$ cat src/hw/rtl/stp_pkg.sv
`timescale 1ns / 1ps
// shared constants, types and word layouts for the scope trace plotter
package stp_pkg;

    // display geometry
    localparam int COLUMNS   = 128;
    localparam int COL_W     = $clog2(COLUMNS);
    localparam int COL_OUT_W = 7;

    // field widths
    localparam int SAMPLE_W  = 10;
    localparam int ROW_W     = 11;
    localparam int SCALE_W   = 6;
    localparam int GRID_W    = 4;
    localparam int DIV_CNT_W = $clog2(SAMPLE_W + 1);

    // stream word widths
    localparam int S_TDATA_W = 16;
    localparam int S_TUSER_W = 3;
    localparam int M_TDATA_W = 24;

    // tuser bit positions on the input side
    localparam int TU_RUN  = 0;
    localparam int TU_UP   = 1;
    localparam int TU_DOWN = 2;

    // arithmetic constants
    localparam logic [SAMPLE_W-1:0] MID_CODE    = SAMPLE_W'(511);
    localparam logic [ROW_W-1:0]    ROW_BASE    = ROW_W'(31);
    localparam logic [SCALE_W-1:0]  SCALE_MAX   = SCALE_W'(32);
    localparam logic [SCALE_W-1:0]  SCALE_MIN   = SCALE_W'(1);
    localparam logic [SCALE_W-1:0]  SCALE_RESET = SCALE_W'(16);
    localparam logic [GRID_W-1:0]   GRID_LAST   = '1;

    // divider start request
    typedef struct packed {
        logic                start;
        logic [SAMPLE_W-1:0] dividend;
        logic [SCALE_W-1:0]  divisor;
    } div_req_t;

    // row store write port
    typedef struct packed {
        logic             en;
        logic [COL_W-1:0] addr;
        logic [ROW_W-1:0] data;
    } rs_wr_t;

    // row store read port
    typedef struct packed {
        logic             en;
        logic [COL_W-1:0] addr;
    } rs_rd_t;

endpackage

$ cat src/hw/rtl/stp_divider.sv
`timescale 1ns / 1ps
// bit-serial restoring divider, one quotient bit per cycle
module stp_divider
    import stp_pkg::*;
(
    input  logic                aclk,
    input  logic                aresetn,
    input  div_req_t            req,
    output logic                done,
    output logic [SAMPLE_W-1:0] quotient
);

    logic [SAMPLE_W-1:0]  dvd_reg;
    logic [SAMPLE_W-1:0]  dvd_next;
    logic [SCALE_W-1:0]   rem_reg;
    logic [SCALE_W-1:0]   rem_next;
    logic [SCALE_W-1:0]   div_reg;
    logic [DIV_CNT_W-1:0] cnt_reg;
    logic                 done_reg;
    logic [SCALE_W:0]     trial;
    logic                 fits;

    // shift the next dividend bit into the partial remainder
    always_comb begin
        trial    = {rem_reg, dvd_reg[SAMPLE_W-1]};
        fits     = trial >= {1'b0, div_reg};
        rem_next = fits ? SCALE_W'(trial - {1'b0, div_reg}) : SCALE_W'(trial);
        dvd_next = {dvd_reg[SAMPLE_W-2:0], fits};
    end

    always_ff @(posedge aclk) begin
        if (!aresetn) begin
            cnt_reg  <= '0;
            done_reg <= 1'b0;
        end else begin
            done_reg <= (cnt_reg == DIV_CNT_W'(1));
            if (req.start) begin
                cnt_reg <= DIV_CNT_W'(SAMPLE_W);
            end else if (cnt_reg != '0) begin
                cnt_reg <= cnt_reg - DIV_CNT_W'(1);
            end
        end
    end

    always_ff @(posedge aclk) begin
        if (req.start) begin
            dvd_reg <= req.dividend;
            rem_reg <= '0;
            div_reg <= req.divisor;
        end else if (cnt_reg != '0) begin
            dvd_reg <= dvd_next;
            rem_reg <= rem_next;
        end
    end

    assign done     = done_reg;
    assign quotient = dvd_reg;

endmodule

$ cat src/hw/rtl/stp_row_store.sv
`timescale 1ns / 1ps
// plotted row memory, one entry per column, with per-entry valid bits
module stp_row_store
    import stp_pkg::*;
(
    input  logic             aclk,
    input  logic             aresetn,
    input  rs_rd_t           rd,
    input  rs_wr_t           wr,
    output logic [ROW_W-1:0] rd_row
);

    logic [ROW_W-1:0]   mem [COLUMNS];
    logic [COLUMNS-1:0] valid_reg;
    logic [ROW_W-1:0]   rd_data_reg;
    logic               rd_valid_reg;

    always_ff @(posedge aclk) begin
        if (wr.en) begin
            mem[wr.addr] <= wr.data;
        end
        if (rd.en) begin
            rd_data_reg <= mem[rd.addr];
        end
    end

    always_ff @(posedge aclk) begin
        if (!aresetn) begin
            valid_reg    <= '0;
            rd_valid_reg <= 1'b0;
        end else begin
            if (wr.en) begin
                valid_reg[wr.addr] <= 1'b1;
            end
            if (rd.en) begin
                rd_valid_reg <= valid_reg[rd.addr];
            end
        end
    end

    // never-written entries read as zero
    assign rd_row = rd_valid_reg ? rd_data_reg : '0;

endmodule

$ cat src/hw/rtl/scope_trace_plotter.sv
`timescale 1ns / 1ps
// scope trace plotter top level: sample in, erase and draw pixel words out
//
//  channel   dir   tdata                              tuser                 tlast
//  s_        in    [9:0] adc_sample                   [0] run_enable        -
//                                                     [1] scale_up_button
//                                                     [2] scale_down_button
//  m_        out   [6:0] column, [17:7] row (signed)  [0] dot_on            last
//
// a sample with run_enable low is taken while idle and makes no output word
// a running sample holds s_tready low through the bit-serial divider (one
// quotient bit per cycle), the forming of the row, and the loading of the
// erase word, when one is needed, and then of the draw word
// s_tready is high only while no sample is in work; a stalled m_ side holds
// the output register and the sequencer waits before loading the next word
// reset is synchronous, active low; the row store reads as all zero after it
module scope_trace_plotter
    import stp_pkg::*;
(
    input  logic                 aclk,
    input  logic                 aresetn,
    // input words
    input  logic                 s_tvalid,
    output logic                 s_tready,
    input  logic [S_TDATA_W-1:0] s_tdata,   // [9:0] adc_sample, rest zero
    input  logic [S_TUSER_W-1:0] s_tuser,   // [0] run_enable, [1] scale_up_button,
                                            // [2] scale_down_button
    // pixel command words
    output logic                 m_tvalid,
    input  logic                 m_tready,
    output logic [M_TDATA_W-1:0] m_tdata,   // [6:0] column, [17:7] row, rest zero
    output logic                 m_tuser,   // [0] dot_on
    output logic                 m_tlast
);

    // sequencer states
    typedef enum logic [3:0] {
        S_IDLE  = 4'b0001,
        S_CALC  = 4'b0010,
        S_ERASE = 4'b0100,
        S_DRAW  = 4'b1000
    } state_t;

    state_t              state_reg;
    state_t              state_next;

    logic [COL_W-1:0]    col_reg;        // column for the next sample
    logic [COL_W-1:0]    work_col_reg;   // column of the sample in work
    logic [SCALE_W-1:0]  scale_reg;
    logic                up_pressed_reg;
    logic                down_pressed_reg;
    logic                neg_reg;        // sign of 511 - sample
    logic [ROW_W-1:0]    row_reg;

    // output register
    logic                m_valid_reg;
    logic [COL_W-1:0]    m_col_reg;
    logic [ROW_W-1:0]    m_row_reg;
    logic                m_dot_reg;
    logic                m_last_reg;

    logic                s_accept;
    logic                out_free;
    logic [SAMPLE_W-1:0] sample;
    logic                run;
    logic [SCALE_W-1:0]  scale_up_step;
    logic [SCALE_W-1:0]  scale_next;
    logic                sample_neg;

    div_req_t            div_req;
    logic                div_done;
    logic [SAMPLE_W-1:0] quotient;
    logic [ROW_W-1:0]    q_ext;
    logic [ROW_W-1:0]    row_calc;
    logic [ROW_W-1:0]    old_row;
    logic                erase_calc;

    rs_rd_t              rs_rd;
    rs_wr_t              rs_wr;

    assign sample   = s_tdata[SAMPLE_W-1:0];
    assign run      = s_tuser[TU_RUN];
    assign s_tready = (state_reg == S_IDLE);
    assign s_accept = s_tvalid && s_tready;
    assign out_free = !m_valid_reg || m_tready;

    // magnitude of 511 - sample goes to the divider, sign is kept aside
    assign sample_neg       = sample > MID_CODE;
    assign div_req.start    = s_accept && run;
    assign div_req.dividend = sample_neg ? (sample - MID_CODE) : (MID_CODE - sample);
    assign div_req.divisor  = scale_reg;

    stp_divider u_div (
        .aclk     (aclk),
        .aresetn  (aresetn),
        .req      (div_req),
        .done     (div_done),
        .quotient (quotient)
    );

    // old row of this column is read while the divider runs
    assign rs_rd.en   = s_accept && run;
    assign rs_rd.addr = col_reg;

    // the new row is stored as the draw word is loaded
    assign rs_wr.en   = (state_reg == S_DRAW) && out_free;
    assign rs_wr.addr = work_col_reg;
    assign rs_wr.data = row_reg;

    stp_row_store u_rows (
        .aclk    (aclk),
        .aresetn (aresetn),
        .rd      (rs_rd),
        .wr      (rs_wr),
        .rd_row  (old_row)
    );

    // row = 31 + signed quotient, truncated toward zero
    always_comb begin
        q_ext    = ROW_W'(quotient);
        row_calc = ROW_BASE + (neg_reg ? (~q_ext + ROW_W'(1)) : q_ext);
        // no erase on grid lines or at row or column zero
        erase_calc = (old_row != '0) && (work_col_reg != '0)
                     && (work_col_reg[GRID_W-1:0] != GRID_LAST)
                     && (old_row[GRID_W-1:0] != GRID_LAST);
    end

    // scale buttons: up is applied first, then down, each on its rising edge
    always_comb begin
        scale_up_step = scale_reg;
        if (s_tuser[TU_UP] && !up_pressed_reg && (scale_reg < SCALE_MAX)) begin
            scale_up_step = scale_reg + SCALE_W'(1);
        end
        scale_next = scale_up_step;
        if (s_tuser[TU_DOWN] && !down_pressed_reg && (scale_up_step > SCALE_MIN)) begin
            scale_next = scale_up_step - SCALE_W'(1);
        end
    end

    // sequencer
    always_comb begin
        state_next = state_reg;
        case (state_reg)
            S_IDLE: begin
                if (s_accept && run) begin
                    state_next = S_CALC;
                end
            end
            S_CALC: begin
                if (div_done) begin
                    state_next = erase_calc ? S_ERASE : S_DRAW;
                end
            end
            S_ERASE: begin
                if (out_free) begin
                    state_next = S_DRAW;
                end
            end
            S_DRAW: begin
                if (out_free) begin
                    state_next = S_IDLE;
                end
            end
            default: begin
                state_next = S_IDLE;
            end
        endcase
    end

    // control state
    always_ff @(posedge aclk) begin
        if (!aresetn) begin
            state_reg        <= S_IDLE;
            col_reg          <= '0;
            scale_reg        <= SCALE_RESET;
            up_pressed_reg   <= 1'b0;
            down_pressed_reg <= 1'b0;
            m_valid_reg      <= 1'b0;
        end else begin
            state_reg <= state_next;
            if (s_accept) begin
                // column advances whether or not the sample is plotted
                col_reg          <= (col_reg == COL_W'(COLUMNS - 1)) ? '0
                                    : col_reg + COL_W'(1);
                scale_reg        <= scale_next;
                up_pressed_reg   <= s_tuser[TU_UP];
                down_pressed_reg <= s_tuser[TU_DOWN];
            end
            if ((state_reg == S_ERASE || state_reg == S_DRAW) && out_free) begin
                m_valid_reg <= 1'b1;
            end else if (m_tready) begin
                m_valid_reg <= 1'b0;
            end
        end
    end

    // work and output payload
    always_ff @(posedge aclk) begin
        if (s_accept) begin
            work_col_reg <= col_reg;
            neg_reg      <= sample_neg;
        end
        if (state_reg == S_CALC && div_done) begin
            row_reg <= row_calc;
        end
        if (state_reg == S_ERASE && out_free) begin
            m_col_reg  <= work_col_reg;
            m_row_reg  <= old_row;
            m_dot_reg  <= 1'b0;
            m_last_reg <= 1'b0;
        end else if (state_reg == S_DRAW && out_free) begin
            m_col_reg  <= work_col_reg;
            m_row_reg  <= row_reg;
            m_dot_reg  <= 1'b1;
            m_last_reg <= 1'b1;
        end
    end

    assign m_tvalid = m_valid_reg;
    assign m_tdata  = M_TDATA_W'({m_row_reg, COL_OUT_W'(m_col_reg)});
    assign m_tuser  = m_dot_reg;
    assign m_tlast  = m_last_reg;

endmodule

$ cat config.mk
export PLATFORM = sky130hd
export DESIGN_NAME = scope_trace_plotter
export DESIGN_NICKNAME = d
export VERILOG_FILES = /design/src/hw/rtl/stp_pkg.sv /design/src/hw/rtl/stp_divider.sv /design/src/hw/rtl/stp_row_store.sv /design/src/hw/rtl/scope_trace_plotter.sv
export SDC_FILE = /design/constraint.sdc
export NUM_CORES = 2
export LEC_CHECK = 0
export ABC_CLOCK_PERIOD_IN_PS = 3400
export BUFFER_PORTS_ARGS = -buffer_cell sky130_fd_sc_hd__buf_4
export CAP_MARGIN = 15
export CORE_ASPECT_RATIO = 1.4
export CORE_MARGIN = 2
export CORE_UTILIZATION = 63
export DETAILED_ROUTE_END_ITERATION = 10
export PLACE_DENSITY = 0.79
export SLEW_MARGIN = 20
export SYNTH_ARGS = -nofsm -noshare
export SYNTH_HDL_FRONTEND = slang
export SYNTH_HIERARCHICAL = 1
export SYNTH_SLANG_ARGS = --single-unit
$ cat constraint.sdc
create_clock -name aclk -period 3.4 [get_ports aclk]
set_input_delay 0.51 -clock aclk [delete_from_list [all_inputs] [get_ports aclk]]
set_output_delay 0.51 -clock aclk [all_outputs]
set_load 0.01 [all_outputs]
# [Word level (Yosys, flattened, before mapping)]
# Memories as Yosys holds them, arrays and structs flattened. A register that Yosys moved wholly into a read port is not among the register bits.
# Cells that the tools add are included.
# W data, S select, Z words.
[classes] n_addsub=9 order_cmp=7 n_eq_ne=12 n_mux=29 bitwise_logic=3 reduce_logical=27
[ops] op="$or A128 B128 Y128" n=1
[ops] op="$mux W11" n=4
[ops] op="$mux W10" n=3
[ops] op="$mux W4" n=7
[ops] op="$mux W7" n=3
[ops] op="$mux W6" n=3
[ops] op="$lt A7 B8 Y1 const B" n=2
[ops] op="$pmux W4 S4" n=1
[ops] op="$logic_and A1 B1 Y1" n=14
[ops] op="$add A11 B1 Y11 const B" n=1
[ops] op="$add A5 B11 Y11 const A" n=1
[ops] op="$not A10 Y11" n=1
[ops] op="$reduce_bool A11 Y1" n=1
[ops] op="$gt A10 B9 Y1 const B" n=1
[ops] op="$sub A10 B9 Y10 const B" n=1
[ops] op="$sub A9 B10 Y10 const A" n=1
[ops] op="$eq A4 B1 Y1 const B" n=2
[ops] op="$ne A4 B4 Y1 const B" n=2
[ops] op="$add A7 B1 Y7 const B" n=1
[ops] op="$bmux W1 S7" n=1
[ops] op="$demux W1 S7" n=1
[ops] op="$eq A7 B7 Y1 const B" n=1
[ops] op="$ge A7 B1 Y1 const B" n=1
[ops] op="$ge A7 B6 Y1" n=1
[ops] op="other kinds (20)" n=32
[totals] reg_bits=214 ram_bits=1408 input_bits=23 output_inout_bits=28 wordCells=108 n_memories=1
[memory_table] name="u_rows.mem" words=128 word_bits=11 rd=1 rd_ports_with_merged_regs=1 write_ports=1 line="stp_row_store.sv:13" source="logic [ROW_W-1:0] mem [COLUMNS];"

# [Longest topological paths before layout]
[logic_depth] word_depth=8 mapped_depth=11 depth_no_buf=9

# [By module]
# Netlist, hierarchy kept.
[modules_own_cells] mod="stp_row_store" instances=1 cells_each=2586 area_per_inst_um2=59290.6
[modules_own_cells] mod="scope_trace_plotter" instances=1 cells_each=326 area_per_inst_um2=3433.3
[modules_own_cells] mod="stp_divider" instances=1 cells_each=114 area_per_inst_um2=1357.6

# [Worst setup path after synthesis]
# Ideal clock, no wire load.
[synth_path] path_type="reg2reg" start="register col_reg[1]" end="register u_rows.rd_data_reg[0] (read register of u_rows.mem), data pin" arrival_ns=2.707 required_ns=3.147 slack_ns=0.440 path_stages_with_launch=9 path_buffers=3 synth_period_minus_slack_ns=2.960 path_cell_list="dfxtp_1 clkbuf_1 clkbuf_1 buf_1 mux4_2 mux4_2 mux4_2 nand2_1 nand2_1"
[synth_rtl] element="start: declaration" line="scope_trace_plotter.sv:47" source="logic [COL_W-1:0] col_reg;"
[synth_rtl] element="start signal: assignment" line="scope_trace_plotter.sv:183" source="col_reg <= (col_reg == COL_W'(COLUMNS - 1)) ? '0"
[synth_rtl] element="end: declaration" line="stp_row_store.sv:15" source="logic [ROW_W-1:0] rd_data_reg;"

==> reports/summary.txt <==
Yosys top cell area share: 69.0%
H-Tree Level Count: 4
Hold Crit Class: input pin to register
total grt overflow: 0
maxcap violations: 0
Seq. cell area: 0.0474 sq mm
total CTS buffers: 147
gr usage total: 30.5%
Setup crit end kind: register
part of the cycle the worst path needs: 94.6%
Gate Count Post-Synth: 3,026
CTS sink count: 1,633
PortBufs: 38
Multi-input gate area: 0.0157 sq mm
fin crit period: 3.22 ns
Area growth syn-to-layout: 12.9%
clk slew on worst S/H paths: 0.07 ns
most common cell after layout, fill and taps aside: edfxtp_1
final setup violation count: 0
Synth Register Bits: 1,633
synth unique cells: 87
DP HPWL: 92,800 microns
io pins: 51
die footprint: 0.104 sq mm
status: finished clean
drt first pass iters: 7
largest net degree at the start of global routing: 130
number of post-CTS setup repair buffers: 0
fin cells: 4,738
delay-heaviest family, CP: multiplexers
CP required: 3.95 ns
critical path's largest stage delay: 0.58 ns
headroom to the max-slew limit: 29.0%
Post-Place Worst Slack: 0.238 ns
number of synthesized flops with an enable pin: 1,472
Async S/R FF share, synth: 0%
power per cell area: 663 mW/mm^2
Die H: 381 microns
number of flip-flops in the largest register: 1,408
worst-margin pin slew: 1.07 ns
synth top area cells: edfxtp_1, mux4_2, dfxtp_1
critical path launch point type: register
crit-path max FO: 18
WL final: 155,000 microns
Critical Setup Path Class: register to register
final setup TNS: 0 ns
# rows: 138
vias in the first global route: 33,500
Remaining DRCs: 0
Mapped Area: 0.0641 sq mm
antenna-violating nets left: 0
fin worst setup slack: 0.184 ns
CTS tree: done
Main synth FF type: edfxtp_1
Post-Place Cells: 4,468
filler cell count: 5,528
CTS Root Buffer Type: clkbuf_16
Max VDD drop: 0.556 mV
dpl cell area: 0.0674 sq mm
Die X: 274 microns
initial antenna violation count: 7
unrepaired setup endpoints after global routing: false
Final Net Count: 3,329
average cell area after synthesis: 21.2 sq um
worst-path cell chain: buf_12 -> buf_12 -> mux4_2 -> mux4_2 -> mux4_2 -> nand2b_1 -> nand2_1
placer congestion estimate: 0.879
first-pass GRT wire length: 227,000 microns
Clock Latency Late Sink: 0.79 ns
clock skew: 0.0362 ns
number of buffers and inverters on the critical path: 2
via count: 32,400
Slowest-stage cell, CP: dfxtp_4
via density per instance: 6.83
fin area: 0.0724 sq mm
most frequent cells in the layout: edfxtp_1, mux4_2, buf_4, nor2_1, dfxtp_1
Synthesis Warnings: 6
Final Power: 48.0 mW
Initial Utilization: 63.4%
post-synth top area cell: edfxtp_1
Crit path top cell by count: mux4_2
drt first-iter violations: 4,197
Fin. Hold Viols: 0
CORE AREA: 0.101 sq mm
P_leak: 22.9 nW
share of cells above drive strength 1: 30.6%
max-slew violation count: 0
Seq/Total Area, Yosys: 74.0%
maximum clock rate: 0.311 GHz
Arrival @ worst endpoint: 3.76 ns
clk buf depth: 3
DR WL/cell: 32.7 microns
## logic make-up after synthesis
| family | after synthesis | synth area share, % |
|---|---|---|
| buffers and inverters | 191 | 1.50 |
| other | 1 | 0.00585 |
| muxes | 532 | 18.0 |
| xor gates and xnor gates | 35 | 0.490 |
| adders and majority gates | 15 | 0.305 |
| and+or+nand+nor | 395 | 3.07 |
| AOI/OAI and AO/OA | 224 | 2.66 |
| DFF | 1633 | 74.0 |
## worst min-delay path: stages
cell      delay [ns]
buf_4           0.13
nand2_1         0.05
a21boi_0        0.08
## Yosys cell counts (3+ instances only)
master / count
ha_1: 14
and3_1: 6
nor4_1: 8
dfxtp_1: 161
a211oi_1: 4
mux2_2: 25
a31oi_1: 6
edfxtp_1: 1472
nor2b_1: 16
o21a_1: 131
buf_1: 16
xor2_1: 18
nand2b_1: 21
and2_1: 20
nand3_1: 30
o31a_1: 3
o21ai_0: 23
mux4_2: 492
nand3b_1: 6
inv_2: 3
or2_2: 3
buf_2: 22
a2111oi_0: 4
mux2i_1: 15
clkbuf_1: 91
nand2_1: 71
nand4b_1: 6
a32oi_1: 3
xnor2_1: 16
nor3_1: 6
inv_1: 22
nor2_1: 162
a21boi_0: 6
a22o_1: 4
or3_1: 4
buf_4: 14
buf_6: 21
nand4_1: 12
a21oi_1: 10
a21o_1: 3
## final timing paths
check / from / to / slack [ns] / depth (start not counted)
setup reg to reg: col_reg[0] / u_rows/rd_data_reg[8] / 0.18 / 7
hold reg to reg: u_rows/valid_reg[45] / u_rows/valid_reg[45] / 0.46 / 1
hold / removal: s_tuser[2] / down_pressed_reg / 0.05 / 3
setup / recovery: col_reg[0] / u_rows/rd_data_reg[8] / 0.18 / 7
## power by group
| group | total [mW] | switching, mW | internal [mW] |
|---|---|---|---|
| logic | 8.49 | 4.18 | 4.31 |
| registers | 22.6 | 0.523 | 22.0 |
| clock network | 16.9 | 7.37 | 9.56 |
## cell type report
class	instances	share of cell area, %
clock buffer	192	5.54
sequential	1633	65.5
tap	1330	2.30
inverter	26	0.142
timing repair buffer	276	3.50
multi-input combinational	1207	21.7
antenna	2	0.00691
clock inverter	72	1.26
## routing by layer
layer | GRT usage, % | wire [microns]
met2 | 52.2 | 82200
met5 | 0 | 55
met1 | 38.8 | 52400
met4 | 13.0 | 7000
met3 | 5.41 | 13000
## through the flow
step	hold slack [ns]	util, %
after floorplan	0.431	-
after global placement	0.440	66.7
after detailed placement	0.450	66.7
after CTS	0.000879	71.6
after global routing	0.0352	71.6
final	0.0521	71.7
## timing repair
item,4_1_cts,5_1_grt
resized for setup,0,0
endpoints found under the hold margin,2,0
hold buffers,2,0
(Power assumes the default switching activity.)
